## config.mk

```make
export PLATFORM = sky130hd
export DESIGN_NAME = chunked_byte_stream_diff_unit
export DESIGN_NICKNAME = d
export VERILOG_FILES = /design/src/rtl/cbsd_pkg.sv /design/src/rtl/chunked_byte_stream_diff_unit.sv /design/src/rtl/cbsd_run_tracker.sv
export SDC_FILE = /design/constraint.sdc
export NUM_CORES = 1
export LEC_CHECK = 0
export CORE_MARGIN = 4
export CORE_UTILIZATION = 35
export DETAILED_ROUTE_END_ITERATION = 6
export DONT_BUFFER_PORTS = 1
export SLEW_MARGIN = 20
export SYNTH_ARGS = -nofsm -noshare
export SYNTH_HDL_FRONTEND = slang
export SYNTH_SLANG_ARGS = --single-unit
```

## constraint.sdc

```tcl
create_clock -name clk -period 8.5 [get_ports clk]
set_clock_uncertainty 0.1 [all_clocks]
set_input_delay 1.275 -clock clk [delete_from_list [all_inputs] [get_ports clk]]
set_output_delay 1.275 -clock clk [all_outputs]
set_load 0.02 [all_outputs]
```

## src/rtl/cbsd_pkg.sv

```systemverilog
// ----------------------------------------------------------------------------
// cbsd_pkg
// Shared types and constants for the chunked byte stream diff unit.
// ----------------------------------------------------------------------------
package cbsd_pkg;

  // field widths
  localparam int unsigned BYTE_BITS  = 8;
  localparam int unsigned CHUNK_BITS = 4;
  localparam int unsigned OUT_BITS   = 48;

  // default address width and reset chunk size (log2, 16 bytes)
  localparam int unsigned            ADDR_BITS_DEFAULT = 48;
  localparam logic [CHUNK_BITS-1:0]  CHUNK_LOG2_RESET  = 4'd4;

  // one byte pair word as it travels to the run tracker
  typedef struct packed {
    logic [BYTE_BITS-1:0] byte_a;
    logic [BYTE_BITS-1:0] byte_b;
    logic                 is_last;
  } cbsd_item_t;

endpackage

```

## src/rtl/chunked_byte_stream_diff_unit.sv

```systemverilog
// ----------------------------------------------------------------------------
// chunked_byte_stream_diff_unit
// Finds runs of differing aligned chunks between two byte streams.
// ----------------------------------------------------------------------------
// One byte pair word enters on the in_ channel per cycle while in_stall is
// low, starting at address zero; in_is_last marks the final pair and returns
// the block to its start state after any open run is reported. A partial
// final chunk is not judged. Each out_ word carries a run's chunk-aligned
// start address and its length in bytes. cfg_wr_en loads cfg_wr_data as log2
// of the chunk size (reset 4, 16 bytes); write it only while no word is in
// flight. An accepted word sits in the input register, the tracker judges it
// combinationally, and its result (if any) is loaded into the output
// register, which drives out_valid. Throughput is one word per cycle while
// the receiver does not stall, set by the combinational compare and run
// update in the tracker.
// When the receiver stalls with a result held, the input register fills and
// then in_stall is raised; no word is dropped. Reset is synchronous and
// active low, clears address, run state and both valid flags, and sets the
// chunk size to 16 bytes.
// ----------------------------------------------------------------------------
module chunked_byte_stream_diff_unit
  import cbsd_pkg::*;
#(
  parameter int unsigned ADDR_BITS = ADDR_BITS_DEFAULT
) (
  input  logic                  clk,
  input  logic                  rst_n,
  input  logic                  in_valid,
  output logic                  in_stall,
  input  logic [BYTE_BITS-1:0]  in_byte_a,
  input  logic [BYTE_BITS-1:0]  in_byte_b,
  input  logic                  in_is_last,
  output logic                  out_valid,
  input  logic                  out_stall,
  output logic [OUT_BITS-1:0]   out_run_start,
  output logic [OUT_BITS-1:0]   out_run_length,
  input  logic                  cfg_wr_en,
  input  logic [CHUNK_BITS-1:0] cfg_wr_data
);

  logic [CHUNK_BITS-1:0] chunk_log2_r;
  logic                  s1_valid_r;
  cbsd_item_t            s1_item_r;
  logic                  out_valid_r;
  logic [OUT_BITS-1:0]   out_run_start_r;
  logic [OUT_BITS-1:0]   out_run_length_r;

  logic                  out_free;
  logic                  s1_go;
  logic                  in_take;
  logic                  emit;
  logic [ADDR_BITS-1:0]  emit_start;
  logic [ADDR_BITS-1:0]  emit_length;
  logic [63:0]           start_wide;
  logic [63:0]           length_wide;

  // handshake
  assign out_free = ~out_valid_r | ~out_stall;
  assign s1_go    = s1_valid_r & out_free;
  assign in_stall = s1_valid_r & ~out_free;
  assign in_take  = in_valid & ~in_stall;

  // chunk size register
  always_ff @(posedge clk) begin
    if (!rst_n) begin
      chunk_log2_r <= CHUNK_LOG2_RESET;
    end else if (cfg_wr_en) begin
      chunk_log2_r <= cfg_wr_data;
    end
  end

  // input register
  always_ff @(posedge clk) begin
    if (!rst_n) begin
      s1_valid_r <= 1'b0;
    end else if (in_take) begin
      s1_valid_r <= 1'b1;
    end else if (s1_go) begin
      s1_valid_r <= 1'b0;
    end
  end

  always_ff @(posedge clk) begin
    if (in_take) begin
      s1_item_r.byte_a  <= in_byte_a;
      s1_item_r.byte_b  <= in_byte_b;
      s1_item_r.is_last <= in_is_last;
    end
  end

  // run tracking
  cbsd_run_tracker #(
    .ADDR_BITS(ADDR_BITS)
  ) u_tracker (
    .clk        (clk),
    .rst_n      (rst_n),
    .step       (s1_go),
    .item       (s1_item_r),
    .chunk_log2 (chunk_log2_r),
    .emit       (emit),
    .emit_start (emit_start),
    .emit_length(emit_length)
  );

  // fit the run to the output width
  assign start_wide  = 64'(emit_start);
  assign length_wide = 64'(emit_length);

  // output register
  always_ff @(posedge clk) begin
    if (!rst_n) begin
      out_valid_r <= 1'b0;
    end else if (out_free) begin
      out_valid_r <= emit;
    end
  end

  always_ff @(posedge clk) begin
    if (emit) begin
      out_run_start_r  <= start_wide[OUT_BITS-1:0];
      out_run_length_r <= length_wide[OUT_BITS-1:0];
    end
  end

  assign out_valid      = out_valid_r;
  assign out_run_start  = out_run_start_r;
  assign out_run_length = out_run_length_r;

endmodule

```

## src/rtl/cbsd_run_tracker.sv

```systemverilog
// ----------------------------------------------------------------------------
// cbsd_run_tracker
// Holds the byte address, the chunk difference flag and the open run; judges
// each chunk at its last byte and reports a run when it closes or is flushed.
// ----------------------------------------------------------------------------
module cbsd_run_tracker
  import cbsd_pkg::*;
#(
  parameter int unsigned ADDR_BITS = ADDR_BITS_DEFAULT
) (
  input  logic                  clk,
  input  logic                  rst_n,
  input  logic                  step,
  input  cbsd_item_t            item,
  input  logic [CHUNK_BITS-1:0] chunk_log2,
  output logic                  emit,
  output logic [ADDR_BITS-1:0]  emit_start,
  output logic [ADDR_BITS-1:0]  emit_length
);

  logic [ADDR_BITS-1:0] byte_address_r, byte_address_nxt;
  logic                 chunk_differs_r, chunk_differs_nxt;
  logic                 run_open_r, run_open_nxt;
  logic [ADDR_BITS-1:0] open_start_r, open_start_nxt;
  logic [ADDR_BITS-1:0] open_length_r, open_length_nxt;

  logic [ADDR_BITS-1:0] size;
  logic [ADDR_BITS-1:0] offs;
  logic                 differs;
  logic                 at_end;
  logic                 run_open_upd;
  logic [ADDR_BITS-1:0] start_upd;
  logic [ADDR_BITS-1:0] length_upd;
  logic                 emit_close;
  logic                 emit_flush;

  // chunk geometry and end-of-chunk detect
  assign size    = ADDR_BITS'(1) << chunk_log2;
  assign offs    = size - ADDR_BITS'(1);
  assign differs = chunk_differs_r | (item.byte_a != item.byte_b);
  assign at_end  = ((byte_address_r & offs) == offs);

  // run update at a chunk boundary
  always_comb begin
    run_open_upd = run_open_r;
    start_upd    = open_start_r;
    length_upd   = open_length_r;
    if (at_end) begin
      if (!differs) begin
        run_open_upd = 1'b0;
      end else if (!run_open_r) begin
        run_open_upd = 1'b1;
        start_upd    = byte_address_r & ~offs;
        length_upd   = size;
      end else begin
        length_upd   = open_length_r + size;
      end
    end
  end

  // an equal chunk closes a run; the last word flushes one still open
  assign emit_close  = at_end & ~differs & run_open_r;
  assign emit_flush  = item.is_last & run_open_upd;
  assign emit        = step & (emit_close | emit_flush);
  assign emit_start  = start_upd;
  assign emit_length = length_upd;

  // next state, cleared after the last word
  always_comb begin
    byte_address_nxt  = byte_address_r;
    chunk_differs_nxt = chunk_differs_r;
    run_open_nxt      = run_open_r;
    open_start_nxt    = open_start_r;
    open_length_nxt   = open_length_r;
    if (step) begin
      if (item.is_last) begin
        byte_address_nxt  = '0;
        chunk_differs_nxt = 1'b0;
        run_open_nxt      = 1'b0;
        open_start_nxt    = '0;
        open_length_nxt   = '0;
      end else begin
        byte_address_nxt  = byte_address_r + ADDR_BITS'(1);
        chunk_differs_nxt = at_end ? 1'b0 : differs;
        run_open_nxt      = run_open_upd;
        open_start_nxt    = start_upd;
        open_length_nxt   = length_upd;
      end
    end
  end

  // state registers
  always_ff @(posedge clk) begin
    if (!rst_n) begin
      byte_address_r  <= '0;
      chunk_differs_r <= 1'b0;
      run_open_r      <= 1'b0;
    end else begin
      byte_address_r  <= byte_address_nxt;
      chunk_differs_r <= chunk_differs_nxt;
      run_open_r      <= run_open_nxt;
    end
  end

  // run payload, only read while a run is open
  always_ff @(posedge clk) begin
    open_start_r  <= open_start_nxt;
    open_length_r <= open_length_nxt;
  end

endmodule
```

* Word-level counts from Yosys, hierarchy flattened *
Index checks and enable logic that the tools add are counted.

storage, ports and cells
  flip-flop bits (word level) = 265
  bits in latches = 0
  memory bits (writable) = 0
  bits in read-only memories = 0
  output and inout port bits = 98
  memories = 0

operators by class
  $add $sub $neg = 3
  multipliers = 0
  divide/modulo/power cells = 0
  $lt $le $gt $ge = 0
  equal/unequal tests = 2
  shifts and indexed selects = 1
  muxes and demuxes = 14
  bitwise gates (word level) = 18
  reduce and logical (&&, ||, !) cells = 1

operator list
  cell                     count
  $mux W48                 7
  $and A48 B48 Y48         2
  $add A48 B1 Y48 const B  1
  $add A48 B48 Y48         1
  $eq A48 B48 Y1           1
  $not A48 Y48             1
  $shl A1 B4 Y48 const A   1
  $sub A48 B1 Y48 const B  1
  $ne A8 B8 Y1             1
  $and A1 B1 Y1            7
  $mux W1                  7
  $not A1 Y1               5
  $or A1 B1 Y1             3
  $reduce_bool A2 Y1       1

* Longest topological paths before layout *
Gate-level depths: netlist (run 1).

  word-level depth = 8
  mapped depth = 17
  depth with buffers taken out = 13

* Hierarchy *
A second synthesis (run 1) with hierarchy kept.

second synthesis, totals
  cells, all modules = 1230
  area total of the unflattened synthesis = 12982.5 um^2

modules (own cells, without submodules)
  module                         instances  cells an instance  area an instance (um^2)  seq. area each (um^2)
  cbsd_run_tracker               1          1096               9351.5                   3883.7
  chunked_byte_stream_diff_unit  1          134                3631.0                   3513.4

* Worst setup path after synthesis (run 1) *
Ideal clock, no wire load.

  path kind = register to register
  start = reg chunk_log2_r[0]
  end = reg out_run_length_r[0] (netlist: out_run_length[0]) (enable)
  setup time = 551 ps
  arrival time = 7377 ps
  data required time = 7849 ps
  setup slack = 471 ps
  stages on the path, launching flop included = 17
  buffers on the path = 7
  period minus slack after synthesis = 8029 ps
  path through = dfxtp_1 -> clkbuf_1 -> clkbuf_1 -> nand3_1 -> ha_1 -> clkbuf_1 -> buf_2 -> nand2_1 -> nor3_1 -> a2111oi_4 -> nand4_1 -> buf_2 -> nor3_4 -> buf_2 -> buf_2 -> a21oi_1 -> nor2_1

between the ends
  cells in the longest elaborated chain, start to end = 8

ends and longest elaborated chain
  item                                      RTL line                                        source
  start, declared                           chunked_byte_stream_diff_unit.sv:41             logic [CHUNK_BITS-1:0] chunk_log2_r;
  start signal, assigned                    chunked_byte_stream_diff_unit.sv:68             chunk_log2_r <= cfg_wr_data;
  $shl A1 B4 Y48 (*)                        cbsd_run_tracker.sv:38                          assign size = ADDR_BITS'(1) << chunk_log2;
  $sub A48 B1 Y48 (*)                       cbsd_run_tracker.sv:39                          assign offs = size - ADDR_BITS'(1);
  $and A48 B48 Y48                          cbsd_run_tracker.sv:41                          assign at_end = ((byte_address_r & offs) == offs);
  $eq A48 B48 Y1 (*)                        cbsd_run_tracker.sv:41
  $and A1 B1 Y1 or $mux W1 (tied branches)  cbsd_run_tracker.sv:62, cbsd_run_tracker.sv:48
  $and A1 B1 Y1 (on tied branches)          cbsd_run_tracker.sv:62, cbsd_run_tracker.sv:63
  $or A1 B1 Y1 (*)                          cbsd_run_tracker.sv:64                          assign emit = step & (emit_close | emit_flush);
  $and A1 B1 Y1 (*)                         cbsd_run_tracker.sv:64
  named net emit                            chunked_byte_stream_diff_unit.sv:51             logic emit;
  end signal, assigned                      chunked_byte_stream_diff_unit.sv:121            out_run_length_r <= length_wide[OUT_BITS-1:0];
  end, declared                             chunked_byte_stream_diff_unit.sv:46             logic [OUT_BITS-1:0] out_run_length_r;

The timed path passes the listed nets; every way through them passes the cells marked *.
A chain may end at the register's enable or synchronous reset.

* Final worst setup path (run 1) *
  start = reg chunk_log2_r[3]
  end = reg u_tracker.open_length_r[30] (data pin)

between the ends
  cells in the longest elaborated chain, start to end = 5

ends and longest elaborated chain
  item                                                 RTL line                                        source
  $shl A1 B4 Y48 (*)                                   cbsd_run_tracker.sv:38
  $sub A48 B1 Y48 or $add A48 B48 Y48 (tied branches)  cbsd_run_tracker.sv:39, cbsd_run_tracker.sv:56
  $and A48 B48 Y48 or $mux W48 (tied branches)         cbsd_run_tracker.sv:41, cbsd_run_tracker.sv:51
  $eq A48 B48 Y1 or $mux W48 (tied branches)           cbsd_run_tracker.sv:41, cbsd_run_tracker.sv:49
  $mux W48 (*)                                         cbsd_run_tracker.sv:48                          if (at_end) begin
  end signal, assigned                                 cbsd_run_tracker.sv:108                         open_length_r <= open_length_nxt;
  end, declared                                        cbsd_run_tracker.sv:25                          logic [ADDR_BITS-1:0] open_length_r, open_length_nxt;

Every way passes the cells marked *; elsewhere a longest branch is shown, timed or not.

==> flow_metrics.tcl, run 1 <==
set metrics [dict create \
    fin_nets 1327 \
    cpPeakStageDelay_ns 0.92 \
    ios 124 \
    initial_utilization 0.356 \
    path_delay_family "simple AND/OR/NAND/NOR gates" \
    routed_wirelength_mm 34.5 \
    status "complete, no violations" \
    layout-drive-gt1-share 0.0789 \
    fmax_mhz 169 \
    cellLeakagePower_nw 5.17 \
    syn_area_um2 13800 \
    slew_headroom 0.299 \
    irDropWorstVdd_mv 0.157 \
    final_hold_viol_count 0 \
    period_share 0.697 \
    die_area_um2 42700 \
    yosys.area.top_type_share 0.455 \
    crit_buf_inv 2 \
    worstMarginPinSlew_ns 1.05 \
    setup_viol_count_final 0 \
    cp-start-kind "register" \
    clk_pin_slew_ns 0.06 \
    die_y_um 207 \
    cts_buffer_depth 3 \
    io_buffers 0 \
    grt_max_degree 117 \
    cp_cell_sequence "clkinv_1, nand3_1, ha_1, or4b_2, o31a_1, o211a_1, nand4_1, or3_4, buf_4, nor3_1, mux2i_1" \
    area_delta_synth_final_pct 9.98 \
    h-tree-depth 1 \
    cts_resized 0 \
    dpl_cell_area_um2 14200 \
    drt-initial-drc-count 757 \
    grt_remaining_overflow 0 \
    clk_latency_ns 0.58 \
    antenna_found_initial 2 \
    dieWidth_um 207 \
    multi_input_area_um2 5860 \
    synth_seq_cells 265 \
    hp-start "u_tracker.chunk_differs_r" \
    syn_inst 1331 \
    grt_usage 0.157 \
    yosys-top-cells-area "edfxtp_1 (45%), dfxtp_1 (8.1%), o21ai_0 (3.9%)" \
    hold_buffers 0 \
    fillers 3773 \
    cts_tree "done" \
    async_reset_ff_frac 0 \
    setup_slack_ns 2.57 \
    clock-sinks 265 \
    ant_nets 0 \
    grt_pass1_vias 9559 \
    grt_first_pass_wirelength_mm 54.2 \
    pre_cts_slack_ns 2.61 \
    fin_area_um2 15200 \
    arrival_ns 6.15 \
    regArea_um2 7400 \
    crit_required_ns 8.72 \
    clockRootBuffer "clkbuf_16" \
    startpoint "chunk_log2_r[3]" \
    yosysMostFrequentCell "edfxtp_1" \
    ys_types 77 \
    cpMaxStageDelayCell "or4b_2" \
    path_class "register to register" \
    cts_setup_buffers 0 \
    wl_per_cell_um 18.9 \
    synthTopCellsByCount "edfxtp_1 (209), nand2_1 (108), o21ai_0 (108)" \
    setup_tns_ns 0 \
    period_needed_ns 5.93 \
    drc 0 \
    vias 10000 \
    hold_ws_ns 0.377 \
    synth_edf_count 209 \
    crit_path_end_kind "register" \
    cts_buffers 30 \
    slew_violations 0 \
    syn_area_per_cell_um2 10.4 \
    post-dp-hpwl_mm 23.1 \
    ys_warn_count 0 \
    power.density_nw_per_um2 188 \
    hold_path.class "register to register" \
    rsz0062_at_grt "false" \
    synth_area_leader_cell "edfxtp_1" \
    place.gp.congestion 0.852 \
    firstDrtPassIters 5 \
    fp-row-count 72 \
    seq_area_frac_synth 0.536 \
    synthFlopType "edfxtp_1" \
    cp_max_fo 66 \
    rr_startpoint "chunk_log2_r[3]" \
    cap_violations 0 \
    core_um2 38800 \
    viasPerCell 5.48 \
    syn_nets 1377 \
]
[path summary, 6_finish.rpt]
path	end	slack [ns]	cells past startpoint
hold / removal	u_tracker.chunk_differs_r	0.38	2
setup reg to reg	u_tracker.open_length_r[30]	2.57	11
setup / recovery	u_tracker.open_length_r[30]	2.57	11
hold reg to reg	u_tracker.chunk_differs_r	0.38	2
[sequential cells by signal (all words and copies together) (netlist names), 4 cells and up]
register and cells:
out_run_length 48, s1_item_r 17, out_run_start 48, u_tracker.open_length_r 48, u_tracker.open_start_r 48, u_tracker.byte_address_r 48
chunk_log2_r 4
[cells in the final DEF (no fill, tap or decap), types with 9 or more instances in the layout]
cell type,netlist,final
nor4_4,9,9
nor3_1,23,23
inv_1,40,40
and3_1,15,15
or3_1,13,12
nand4_1,58,58
nand2_1,108,108
a21oi_1,90,90
o21ai_0,108,107
a21o_1,11,11
nor2b_1,13,13
o211ai_1,52,52
nand3_1,54,54
ha_1,19,19
and2_1,12,12
a211oi_1,11,11
xor2_1,39,39
mux2i_1,50,50
buf_4,1,14
nor4_1,16,16
edfxtp_1,209,209
clkbuf_16,0,31
nor2_1,102,101
dfxtp_1,56,55
xnor2_1,29,29
[cells by family after synthesis]
| family | count (synthesis) | share of synthesized area |
|---|---|---|
| AND/OR/NAND/NOR | 464 | 0.182 |
| AO/OA/AOI/OAI | 316 | 0.139 |
| flip-flops | 265 | 0.536 |
| buffers and inverters | 142 | 0.0407 |
| XOR/XNOR | 68 | 0.0431 |
| multiplexers | 56 | 0.0411 |
| adder cells (fa/ha/maj) | 20 | 0.0187 |
[through the flow]
step,total power (W),cells,util
after floorplan,0.00160,1331,-
after global placement,0.00164,1766,0.365
after detailed placement,0.00165,1766,0.365
after CTS,0.00289,1822,0.390
after global routing,0.00297,1823,0.391
final,0.00286,1824,0.391
[where the power goes]
part	internal [W]	total, W	switching, W
registers	0.00143	0.00145	0.0000215
logic	0.0000561	0.000165	0.000109
clock network	0.000709	0.00124	0.000529
[worst reg2reg max path, stage by stage, from the launching register on]
cell and delay, ns:
dfxtp_1 0.79, clkinv_1 0.44, nand3_1 0.27, ha_1 0.63
or4b_2 0.93, o31a_1 0.22, o211a_1 0.22, nand4_1 0.43
or3_4 0.64, buf_4 0.64, nor3_1 0.22, mux2i_1 0.15
[per-layer routing]
layer  vias to the layer above  wire length [um]  track usage
li1                       4863                 -            -
met1                      4841             15800        0.219
met2                       241             15800        0.247
met3                        51              2010       0.0394
met4                         4               805       0.0392
met5                         -                34            0
[final cells by class]
type / count / share of cell area
inverters: 45 / 0.0114
well taps: 518 / 0.0427
clock buffers: 43 / 0.0568
diodes: 1 / 0.000165
clock inverters: 13 / 0.00668
multi-input cells: 924 / 0.386
repair buffers: 15 / 0.00874
flip-flops and latches: 265 / 0.487
Power figures use the tool's default switching activity.
==> run 2: changes to the inputs <==
Clock period 8.5 ns to 5.5 ns, I/O delays scaled along.
==> run 2 against run 1 <==
Flip-flop and latch count stayed put. Maximum frequency up 26%. Wire length is 1.8% higher. Sequential share of layout area decreased by 0.35 points. Critical endpoint is now u_tracker.open_start_r[12]. Largest cell class unchanged. Largest power group unchanged.
==> flow_metrics.tcl, run 2 (synthesized netlist as in run 1, its figures left out) <==
set metrics [dict create \
    status "complete, no violations" \
    h-tree-depth 1 \
    die_y_um 207 \
    grt_max_degree 102 \
    hp-start "in_byte_a[5]" \
    switchingPower_w 0.00106 \
    cp_cell_sequence "nor2_1, nand3_1, ha_1, or4b_2, buf_4, o22ai_1, a211o_1, or3_4, buf_4, o21ai_0, a21oi_1" \
    routed_wirelength_mm 35.1 \
    final_common_cell "edfxtp_1" \
    fin_area_um2 15300 \
    wl_per_cell_um 19.2 \
    initial_utilization 0.356 \
    path_delay_family "simple AND/OR/NAND/NOR gates" \
    worstReg2RegEnd "u_tracker.open_start_r[12]" \
    rr_startpoint "chunk_log2_r[2]" \
    crit_required_ns 5.80 \
    io_buffers 0 \
    vias 10100 \
    grt_usage 0.159 \
    cpMaxStageDelayCell "or4b_2" \
    path_class "register to register" \
    viasPerCell 5.51 \
    clk_latency_ns 0.58 \
    worstHoldEndpoint "s1_item_r[14]" \
    crit_buf_inv 2 \
    slew_violations 0 \
    cap_violations 0 \
    clkPwrFrac 0.444 \
    arrival_ns 5.00 \
    cts_resized 0 \
    area_delta_synth_final_pct 10.8 \
    dieWidth_um 207 \
    fin_nets 1337 \
    fmax_mhz 213 \
    core_um2 38800 \
    post-dp-hpwl_mm 23.4 \
    worstMarginPinSlew_ns 0.999 \
    rsz0062_at_grt "false" \
    dpl_cell_area_um2 14300 \
    setup_tns_ns 0 \
    setup_viol_count_final 0 \
    place.gp.congestion 0.846 \
    r2r_slack_ns 0.81 \
    antenna_found_initial 0 \
    cp-start-kind "register" \
    drt-initial-drc-count 849 \
    hold_path.class "input pin to register" \
    fp-row-count 72 \
    final_hold_viol_count 0 \
    slew_headroom 0.334 \
    final_core_util 0.394 \
    intPower_w 0.00344 \
    power_frac_seq 0.497 \
    power.density_nw_per_um2 294 \
    die_area_um2 42700 \
    period_needed_ns 4.69 \
    n_antenna_cell 0 \
    clock-sinks 265 \
    swShare 0.235 \
    cpPeakStageDelay_ns 0.66 \
    drc 0 \
    hold_ws_ns 0.244 \
    cts_tree "done" \
    comb_power_share 0.059 \
    ios 124 \
    firstDrtPassIters 7 \
    grt_pass1_vias 9538 \
    grt_remaining_overflow 0 \
    clockRootBuffer "clkbuf_16" \
    layout-drive-gt1-share 0.0890 \
    cellLeakagePower_nw 5.24 \
    hold_buffers 0 \
    ant_nets 0 \
    holdPathStages 0 \
    crit_path_end_kind "register" \
    cts_setup_buffers 0 \
    period_share 0.853 \
    cp_common_cell "buf_4" \
    cts_buffer_depth 3 \
    clk_pin_slew_ns 0.06 \
    irDropWorstVdd_mv 0.264 \
    worstRegToRegCells 11 \
    cts_buffers 30 \
    final_cell_mix "edfxtp_1 (209), nand2_1 (108), o21ai_0 (107)" \
    grt_first_pass_wirelength_mm 54.7 \
    cp_max_fo 41 \
    startpoint "chunk_log2_r[2]" \
]
==> run 2: power groups by stage <==
stage	registers [W]	clock network, W	logic [W]
after floorplan	0.00227	0	0.000204
after global placement	0.00228	0	0.000260
after detailed placement	0.00228	0	0.000267
after CTS	0.00224	0.00205	0.000267
after global routing	0.00224	0.00214	0.000298
final	0.00224	0.00200	0.000266
==> run 2: cell type report <==
type                       instances  area (um^2)
fill                            3770        23500
sequential                       265         7400
multi-input combinational        924         5860
clock buffer                      34          797
tap                              518          648
timing repair buffer              25          225
clock inverter                    22          186
inverter                          45          171
==> run 2: worst max-delay path by stage <==
stage                     slack, ns  cells after the start                          to
after CTS                      0.85                     11  u_tracker.open_start_r[32]
final                          0.81                     11  u_tracker.open_start_r[12]
after global routing           0.42                     11  u_tracker.open_start_r[18]
after global placement          1.0                     11  u_tracker.open_start_r[33]
after floorplan                0.14                     16           out_run_length[0]
after detailed placement       0.89                     11  u_tracker.open_start_r[12]
==> run 2: worst register-to-register path, delay by kind of cell (launching register included) <==
kind | cells | cell delay [ns]
compound gates | 4 | 0.90
fa+ha+maj | 1 | 0.62
buf+inv | 2 | 0.61
simple gates | 4 | 1.65
flops | 1 | 0.64
==> run 2: through the flow <==
stage | std cells | total power, W | worst slack [ns]
after floorplan | 1331 | 0.00248 | 0.144
after global placement | 1777 | 0.00254 | 0.999
after detailed placement | 1777 | 0.00255 | 0.894
after CTS | 1833 | 0.00455 | 0.851
after global routing | 1833 | 0.00468 | 0.420
final | 1833 | 0.00450 | 0.809
==> run 2: metal layers <==
metal,track usage,wire [um]
met2,0.244,15700
met4,0.0421,715
met5,0,0
met3,0.0305,2120
met1,0.233,16600
